`src/rtl/rlcs_pkg.sv`:
```
package rlcs_pkg;

   localparam int unsigned TICK_W    = 16;
   localparam int unsigned PERIOD_W  = 8;
   localparam int unsigned LED_W     = 11;
   localparam int unsigned COLOR_W   = 24;
   localparam int unsigned BIT_IDX_W = 5;
   localparam int unsigned PHASE_W   = 2;
   localparam int unsigned CMD_W     = 2;
   localparam int unsigned CSR_IDX_W = 3;
   localparam int unsigned CSR_DAT_W = 16;

   // Longest chain that fill and clear will drive
   localparam int unsigned MAX_LEDS = 1024;

   // Bits in one LED word, green/red/blue
   localparam int unsigned BITS_PER_LED = 24;

   // Commands
   localparam logic [CMD_W-1:0] CMD_TICK  = 2'd0;
   localparam logic [CMD_W-1:0] CMD_SEND  = 2'd1;
   localparam logic [CMD_W-1:0] CMD_FILL  = 2'd2;
   localparam logic [CMD_W-1:0] CMD_CLEAR = 2'd3;

   // Sequencer phases
   localparam logic [PHASE_W-1:0] PH_IDLE  = 2'd0;
   localparam logic [PHASE_W-1:0] PH_BITS  = 2'd1;
   localparam logic [PHASE_W-1:0] PH_LATCH = 2'd2;

   // Register indexes
   localparam logic [CSR_IDX_W-1:0] CSR_ZERO_HIGH  = 3'd0;
   localparam logic [CSR_IDX_W-1:0] CSR_ONE_HIGH   = 3'd1;
   localparam logic [CSR_IDX_W-1:0] CSR_BIT_PERIOD = 3'd2;
   localparam logic [CSR_IDX_W-1:0] CSR_LATCH_LOW  = 3'd3;
   localparam logic [CSR_IDX_W-1:0] CSR_LED_COUNT  = 3'd4;

   // Register reset values
   localparam logic [PERIOD_W-1:0] RST_ZERO_HIGH  = 8'd18;
   localparam logic [PERIOD_W-1:0] RST_ONE_HIGH   = 8'd45;
   localparam logic [PERIOD_W-1:0] RST_BIT_PERIOD = 8'd63;
   localparam logic [TICK_W-1:0]   RST_LATCH_LOW  = 16'd2500;
   localparam logic [LED_W-1:0]    RST_LED_COUNT  = 11'd8;

   typedef struct packed {
      logic [PERIOD_W-1:0] zero_high_ticks;
      logic [PERIOD_W-1:0] one_high_ticks;
      logic [PERIOD_W-1:0] bit_period_ticks;
      logic [TICK_W-1:0]   latch_low_ticks;
      logic [LED_W-1:0]    led_count;
   } csr_type;

   typedef struct packed {
      logic line_level;
      logic busy_res;
      logic rejected;
   } result_type;

endpackage

```
`src/rtl/rlcs_engine.sv`:
```
module rlcs_engine (
   input  logic                         clock,
   input  logic                         reset,
   input  logic                         step,
   input  rlcs_pkg::csr_type            csr,
   input  logic [rlcs_pkg::CMD_W-1:0]   cmd,
   input  logic [7:0]                   red,
   input  logic [7:0]                   green,
   input  logic [7:0]                   blue,
   output rlcs_pkg::result_type         result
);
   import rlcs_pkg::*;

   logic [PHASE_W-1:0]   phase_ff, phase_in;
   logic [COLOR_W-1:0]   color_ff, color_in;
   logic [BIT_IDX_W-1:0] bit_idx_ff, bit_idx_in;
   logic [TICK_W-1:0]    tick_ff, tick_in;
   logic [LED_W-1:0]     leds_ff, leds_in;
   logic                 latch_ff, latch_in;

   always_comb begin
      logic [PHASE_W-1:0]   ph;
      logic [LED_W-1:0]     n_leds;
      logic [PERIOD_W-1:0]  period;
      logic [BIT_IDX_W-1:0] bi;
      logic                 cur_bit;
      logic [PERIOD_W-1:0]  high;
      logic [TICK_W:0]      tick_sum;
      logic [BIT_IDX_W:0]   bit_sum;
      logic                 starting;

      ph         = (phase_ff == PH_BITS || phase_ff == PH_LATCH) ? phase_ff : PH_IDLE;
      color_in   = color_ff;
      bit_idx_in = bit_idx_ff;
      tick_in    = tick_ff;
      leds_in    = leds_ff;
      latch_in   = latch_ff;
      result     = '0;

      starting        = (cmd != CMD_TICK) && (ph == PH_IDLE);
      result.rejected = (cmd != CMD_TICK) && (ph != PH_IDLE);

      n_leds = (17'(csr.led_count) > 17'(MAX_LEDS)) ? LED_W'(MAX_LEDS) : csr.led_count;

      if (starting) begin
         color_in   = (cmd == CMD_CLEAR) ? '0 : {green, red, blue};
         bit_idx_in = '0;
         tick_in    = '0;
         leds_in    = (cmd == CMD_SEND) ? LED_W'(1) : n_leds;
         latch_in   = (cmd != CMD_SEND);
         if (leds_in == '0) begin
            ph = (latch_in && csr.latch_low_ticks != '0) ? PH_LATCH : PH_IDLE;
         end else begin
            ph = PH_BITS;
         end
      end

      period   = (csr.bit_period_ticks == '0) ? PERIOD_W'(1) : csr.bit_period_ticks;
      bi       = (bit_idx_in > BIT_IDX_W'(BITS_PER_LED - 1)) ?
                 BIT_IDX_W'(BITS_PER_LED - 1) : bit_idx_in;
      cur_bit  = color_in[BIT_IDX_W'(BITS_PER_LED - 1) - bi];
      high     = cur_bit ? csr.one_high_ticks : csr.zero_high_ticks;
      tick_sum = {1'b0, tick_in} + (TICK_W+1)'(1);
      bit_sum  = {1'b0, bit_idx_in} + (BIT_IDX_W+1)'(1);

      unique case (ph)
         PH_BITS: begin
            result.line_level = (tick_in < TICK_W'(high));
            result.busy_res   = 1'b1;
            if (tick_sum >= (TICK_W+1)'(period)) begin
               tick_in = '0;
               if (bit_sum >= (BIT_IDX_W+1)'(BITS_PER_LED)) begin
                  bit_idx_in = '0;
                  if (leds_in != '0) begin
                     leds_in = leds_in - LED_W'(1);
                  end
                  if (leds_in == '0) begin
                     // end of the last word: latch or go idle
                     ph = (latch_in && csr.latch_low_ticks != '0) ? PH_LATCH : PH_IDLE;
                  end
               end else begin
                  bit_idx_in = bit_sum[BIT_IDX_W-1:0];
               end
            end else begin
               tick_in = tick_sum[TICK_W-1:0];
            end
         end
         PH_LATCH: begin
            result.busy_res = 1'b1;
            if (tick_sum >= (TICK_W+1)'(csr.latch_low_ticks)) begin
               tick_in = '0;
               ph      = PH_IDLE;
            end else begin
               tick_in = tick_sum[TICK_W-1:0];
            end
         end
         default: begin
         end
      endcase

      phase_in = ph;
   end

   always_ff @(posedge clock) begin
      if (reset) begin
         phase_ff   <= PH_IDLE;
         color_ff   <= '0;
         bit_idx_ff <= '0;
         tick_ff    <= '0;
         leds_ff    <= '0;
         latch_ff   <= 1'b0;
      end else if (step) begin
         phase_ff   <= phase_in;
         color_ff   <= color_in;
         bit_idx_ff <= bit_idx_in;
         tick_ff    <= tick_in;
         leds_ff    <= leds_in;
         latch_ff   <= latch_in;
      end
   end

endmodule

```
`src/rtl/rgb_led_chain_serializer.sv`:
```
// One-wire RGB LED chain serializer.
//
// Input channel (req_*): one item per waveform tick. req_cmd selects tick
// only, send one LED, fill the chain or clear the chain; req_red/green/blue
// give the color for send and fill. Each LED word goes out green, red, blue,
// MSB first, each bit high for the zero or one high time and low for the
// rest of the bit period. Fill and clear finish with the latch low time.
// A command that arrives while a transfer runs is dropped and flagged.
//
// Result channel (rsp_*): exactly one item per input item, in order, with
// the line level, busy flag and rejected flag of that tick.
// Each result is registered in the output register, or in the skid when stalled.
// Throughput: one item per cycle while req_ready is high, set by the sequencer step in rlcs_engine.
// A two-entry output (result register plus skid) takes one more item when
// rsp_ready drops; that item waits in the skid and holds req_ready low until
// the cycle after the receiver takes the stalled result.
// Reset: synchronous; registers return to their defaults, the sequencer
// goes idle and both output entries empty. csr_* writes apply at once.
module rgb_led_chain_serializer (
   input  logic                             clock,
   input  logic                             reset,
   input  logic                             req_valid,
   output logic                             req_ready,
   input  logic [rlcs_pkg::CMD_W-1:0]       req_cmd,
   input  logic [7:0]                       req_red,
   input  logic [7:0]                       req_green,
   input  logic [7:0]                       req_blue,
   output logic                             rsp_valid,
   input  logic                             rsp_ready,
   output logic                             rsp_line_level,
   output logic                             rsp_busy_res,
   output logic                             rsp_rejected,
   input  logic                             csr_we,
   input  logic [rlcs_pkg::CSR_IDX_W-1:0]   csr_index,
   input  logic [rlcs_pkg::CSR_DAT_W-1:0]   csr_wdata
);
   import rlcs_pkg::*;

   csr_type    csr_ff;
   result_type step_res;
   result_type out_ff, out_in;
   result_type skid_ff, skid_in;
   logic       out_valid_ff, out_valid_in;
   logic       skid_valid_ff, skid_valid_in;
   logic       accept;

   // Configuration registers; unknown indexes are ignored
   always_ff @(posedge clock) begin
      if (reset) begin
         csr_ff.zero_high_ticks  <= RST_ZERO_HIGH;
         csr_ff.one_high_ticks   <= RST_ONE_HIGH;
         csr_ff.bit_period_ticks <= RST_BIT_PERIOD;
         csr_ff.latch_low_ticks  <= RST_LATCH_LOW;
         csr_ff.led_count        <= RST_LED_COUNT;
      end else if (csr_we) begin
         unique case (csr_index)
            CSR_ZERO_HIGH:  csr_ff.zero_high_ticks  <= csr_wdata[PERIOD_W-1:0];
            CSR_ONE_HIGH:   csr_ff.one_high_ticks   <= csr_wdata[PERIOD_W-1:0];
            CSR_BIT_PERIOD: csr_ff.bit_period_ticks <= csr_wdata[PERIOD_W-1:0];
            CSR_LATCH_LOW:  csr_ff.latch_low_ticks  <= csr_wdata[TICK_W-1:0];
            CSR_LED_COUNT:  csr_ff.led_count        <= csr_wdata[LED_W-1:0];
            default: begin
            end
         endcase
      end
   end

   // Take an item whenever the skid entry is free
   assign req_ready = !skid_valid_ff;
   assign accept    = req_valid && req_ready;

   rlcs_engine u_engine (
      .clock  (clock),
      .reset  (reset),
      .step   (accept),
      .csr    (csr_ff),
      .cmd    (req_cmd),
      .red    (req_red),
      .green  (req_green),
      .blue   (req_blue),
      .result (step_res)
   );

   // Output register with skid: drain skid first, otherwise load the new result;
   // park the new result in the skid when the output is stalled.
   always_comb begin
      out_in        = out_ff;
      out_valid_in  = out_valid_ff;
      skid_in       = skid_ff;
      skid_valid_in = skid_valid_ff;
      if (!out_valid_ff || rsp_ready) begin
         if (skid_valid_ff) begin
            out_in        = skid_ff;
            out_valid_in  = 1'b1;
            skid_valid_in = 1'b0;
         end else begin
            out_in       = step_res;
            out_valid_in = accept;
         end
      end else if (accept) begin
         skid_in       = step_res;
         skid_valid_in = 1'b1;
      end
   end

   always_ff @(posedge clock) begin
      if (reset) begin
         out_valid_ff  <= 1'b0;
         skid_valid_ff <= 1'b0;
      end else begin
         out_valid_ff  <= out_valid_in;
         skid_valid_ff <= skid_valid_in;
      end
   end

   always_ff @(posedge clock) begin
      out_ff  <= out_in;
      skid_ff <= skid_in;
   end

   assign rsp_valid      = out_valid_ff;
   assign rsp_line_level = out_ff.line_level;
   assign rsp_busy_res   = out_ff.busy_res;
   assign rsp_rejected   = out_ff.rejected;

endmodule

```
`config.mk`:
```
export PLATFORM = sky130hd
export DESIGN_NAME = rgb_led_chain_serializer
export DESIGN_NICKNAME = d
export VERILOG_FILES = /design/src/rtl/rlcs_pkg.sv /design/src/rtl/rlcs_engine.sv /design/src/rtl/rgb_led_chain_serializer.sv
export SDC_FILE = /design/constraint.sdc
export NUM_CORES = 1
export LEC_CHECK = 0
export ABC_AREA = 0
export BUFFER_PORTS_ARGS = -buffer_cell sky130_fd_sc_hd__buf_4
export CORE_UTILIZATION = 65
export DETAILED_ROUTE_END_ITERATION = 10
export MAX_ROUTING_LAYER = met4
export PLACE_DENSITY = 0.85
export REMOVE_ABC_BUFFERS = 1
export SLEW_MARGIN = 30
export SYNTH_ARGS = -nofsm -noshare
export SYNTH_HDL_FRONTEND = slang
export SYNTH_SLANG_ARGS = --single-unit
export TNS_END_PERCENT = 1
```
`constraint.sdc`:
```
create_clock -name clock -period 10.8 [get_ports clock]
set_clock_uncertainty 0.1 [all_clocks]
set_input_delay 1.62 -clock clock [delete_from_list [all_inputs] [get_ports clock]]
set_output_delay 1.62 -clock clock [all_outputs]
set_load 0.1 [all_outputs]
```
==> impl_results.md <==
* Final #Nets at 989
* Startpoint Class: primary input
* Fmax achieved at 191 MHz
* Main synth FF type: dfxtp_1
* Synthesized area at 7050 um2
* Most common cell after layout, fill and taps aside: nand2_1
* Total Power at 0.00132 W
* Ranking of synthesized cells by area: dfxtp_1 (32%), ha_1 (6.9%), nand2_1 (6.9%), a21oi_1 (4.5%), nor2_1 (3.8%)
* CP required at 11.17 ns
* Dpl ws at 5.15 ns
* Synth top area share at 0.318
* Final ANT Viol Nets at 0
* Status: finished clean
* Met3 routed WL at 1950 um
* Cells after DPL at 1017
* Synth area leader: dfxtp_1
* Die height at 106 um
* #FFs+latches synth at 118
* Final hold vios at 0
* Total wire length at 20000 um
* Tcrit/Tclk final at 0.485
* Flop2flop setup slack at 5.77 ns
* Worst R2R Start: u_engine.phase_ff[0]$_SDFFE_PP0P_
* CTS H-tree lvls at 4
* PostCTS Resize Cnt at 0
* YS warnings at 0
* CTS clk-pin slew, worst paths at 0.06 ns
* Worst vdd ir at 0.000152 V
* WL/cell at 19.1 um
* Vias at 7080
* Sequential area share after synthesis at 0.344
* Port bufs at 54
* Vias in the first global route at 6607
* Iteration-0 DRC Markers at 730
* Die W at 106 um
* Power Density at 164 nW/um2
* Met2 WL post-DR at 8940 um
* Num CTS Buffers at 17
* Number of remaining DRC errors at 0
* Layout cells sized above 1 at 0.117
* First-pass GRT wire length at 32900 um
* Worst setup EP type: register
* Clock Latency Late Sink at 0.53 ns
* Max FO, Critical Path at 10
* CTS tree: yes
* Time the worst path needs with I/O delays and setup at 5.24 ns
* Setup_tns at 0 ns
* Slew Limit Headroom at 0.332
* Layout area overhead at 13.7%
* Setup WS post-layout at 5.56 ns
* Crit path DAT at 5.61 ns
* Synth Instances at 879
* FF-to-FF End: u_engine.tick_ff[6]$_SDFFE_PP0P_
* Hold_buf cts at 0
* Drt pass-1 iters at 6
* Total grt overflow at 0
* Filler Cell Count at 738
* Clk root buf: clkbuf_8
* Slew @ Worst Pin at 1.00 ns
* M1 wire length at 8610 um
* Maximum root-to-sink buffer count at 2
* Lkg Pwr at 3.15 nW
* FP Rows at 37
* Max-slew violation count at 0
* CP Class: in -> reg
* Final setup viols at 0
* Hold Path Depth at 2
* Final core occ at 0.769
* Hpwl dp at 13600 um
* Ys async rst share at 0
* Core area at 10400 um2
* Diode count at 0
* I/O pin total at 55
* Non-Filler Instances at 1048
* RSZ-0062 raised after global routing: false
* EDFF count, synth at 6
* Initial antenna violation count at 0
* Post-CTS setup buffers at 0
* Worst Hold End: u_engine.color_ff[3]$_SDFFE_PP0P_
* Hold WC Path Type: reg -> reg
* Hold Crit Start: u_engine.color_ff[3]$_SDFFE_PP0P_
* Top Layer Used: met4
* Avg Cell Area, Syn at 8.02 um2
* Global router's overall resource usage at 0.379
* Largest net degree at the start of global routing at 79
* Die area at 11300 um2
* Clock sink count at 118
* R2R depth at 19
* Initial Util at 0.677
* Vias per cell at 6.76
* Gpl congestion at 0.904
* Most frequent cells in the layout: nand2_1 (130), dfxtp_1 (112), nor2_1 (72)
* Max-Cap Viols at 0
* Cell variety after synth at 73
area by class of cell:
class / count / area [um2] / share of cell area
Clock inverter: 13 / 179 / 0.0223
Sequential cell: 118 / 2420 / 0.302
Multi-Input combinational cell: 666 / 4230 / 0.529
Timing Repair Buffer: 57 / 428 / 0.0534
Tap cell: 136 / 170 / 0.0212
Clock buffer: 18 / 428 / 0.0534
Inverter: 40 / 150 / 0.0187
cells by family after synthesis:
logic type               synth area share
AO/OA/AOI/OAI                       0.241
flip-flops                          0.344
buffers and inverters              0.0563
multiplexers                       0.0170
AND/OR/NAND/NOR                     0.252
XOR/XNOR                           0.0211
adder cells (fa/ha/maj)            0.0692
flip-flops by register name, indices dropped and copies added, names as in the netlist:
signal	cells
csr_ff	51
skid_ff	3
u_engine.latch_ff	1
rsp_busy_res	1
rsp_valid	1
u_engine.phase_ff	2
u_engine.color_ff	24
skid_valid_ff	1
u_engine.leds_ff	11
u_engine.bit_idx_ff	5
u_engine.tick_ff	16
rsp_rejected	1
rsp_line_level	1
critical path: stages:
cell,delay [ns]
buf_4,0.16
o21ai_2,0.19
and2_1,0.26
ha_1,0.34
nand3_1,0.12
nor4_1,0.43
nand2_1,0.13
xor2_1,0.16
nor2_1,0.20
ha_1,0.29
a211oi_1,0.24
o21bai_1,0.11
o21bai_1,0.14
nand4_1,0.21
inv_1,0.18
a31oi_4,0.08
nor4_4,0.49
a22o_1,0.25
cells in the mapped netlist, drive strengths merged (5+ instances only):
master,n
a211o,5
a211oi,7
a21o,8
a21oi,64
a22o,16
a22oi,32
a311oi,7
a31oi,17
and2,9
and3,13
buf,13
clkbuf,42
dfxtp,112
edfxtp,6
ha,39
inv,40
mux2i,12
nand2,130
nand2b,5
nand3,37
nand3b,5
nand4,17
nor2,72
nor2b,5
nor3,15
nor4,23
o211ai,16
o21ai,29
or3,6
xnor2,8
xor2,9
worst max path at each step:
stage | start | cells past startpoint | endpoint | slack (ns)
floorplan | req_cmd[1] | 15 | u_engine.tick_ff[7]$_SDFFE_PP0P_ | 4.52
global placement | req_cmd[1] | 18 | u_engine.tick_ff[9]$_SDFFE_PP0P_ | 5.22
detailed placement | req_cmd[1] | 18 | u_engine.tick_ff[15]$_SDFFE_PP0P_ | 5.15
CTS | req_cmd[1] | 18 | u_engine.tick_ff[6]$_SDFFE_PP0P_ | 5.66
global route | req_cmd[1] | 18 | u_engine.tick_ff[6]$_SDFFE_PP0P_ | 5.31
finish | req_cmd[1] | 18 | u_engine.tick_ff[6]$_SDFFE_PP0P_ | 5.56
per-layer routing:
layer / GRT usage / vias to the layer above
li1: - / 3284
met1: 0.504 / 3336
met2: 0.568 / 414
met3: 0.0871 / 46
met4: 0.126 / 0
met5: - / -
power by group:
group | leakage, nW | switching [W] | total (W) | internal (W)
registers | 0.968 | 0.0000135 | 0.000474 | 0.000460
clock network | 0.293 | 0.000206 | 0.000584 | 0.000378
logic | 1.89 | 0.000176 | 0.000257 | 0.0000820
per-stage QoR:
stage	hold WS, ns	instance area, um2
global placement	0.341	7400
detailed placement	0.352	7400
finish	0.360	8010
CTS	0.360	8010
global route	0.383	8010
floorplan	0.325	6800
(Power assumes the default switching activity.)
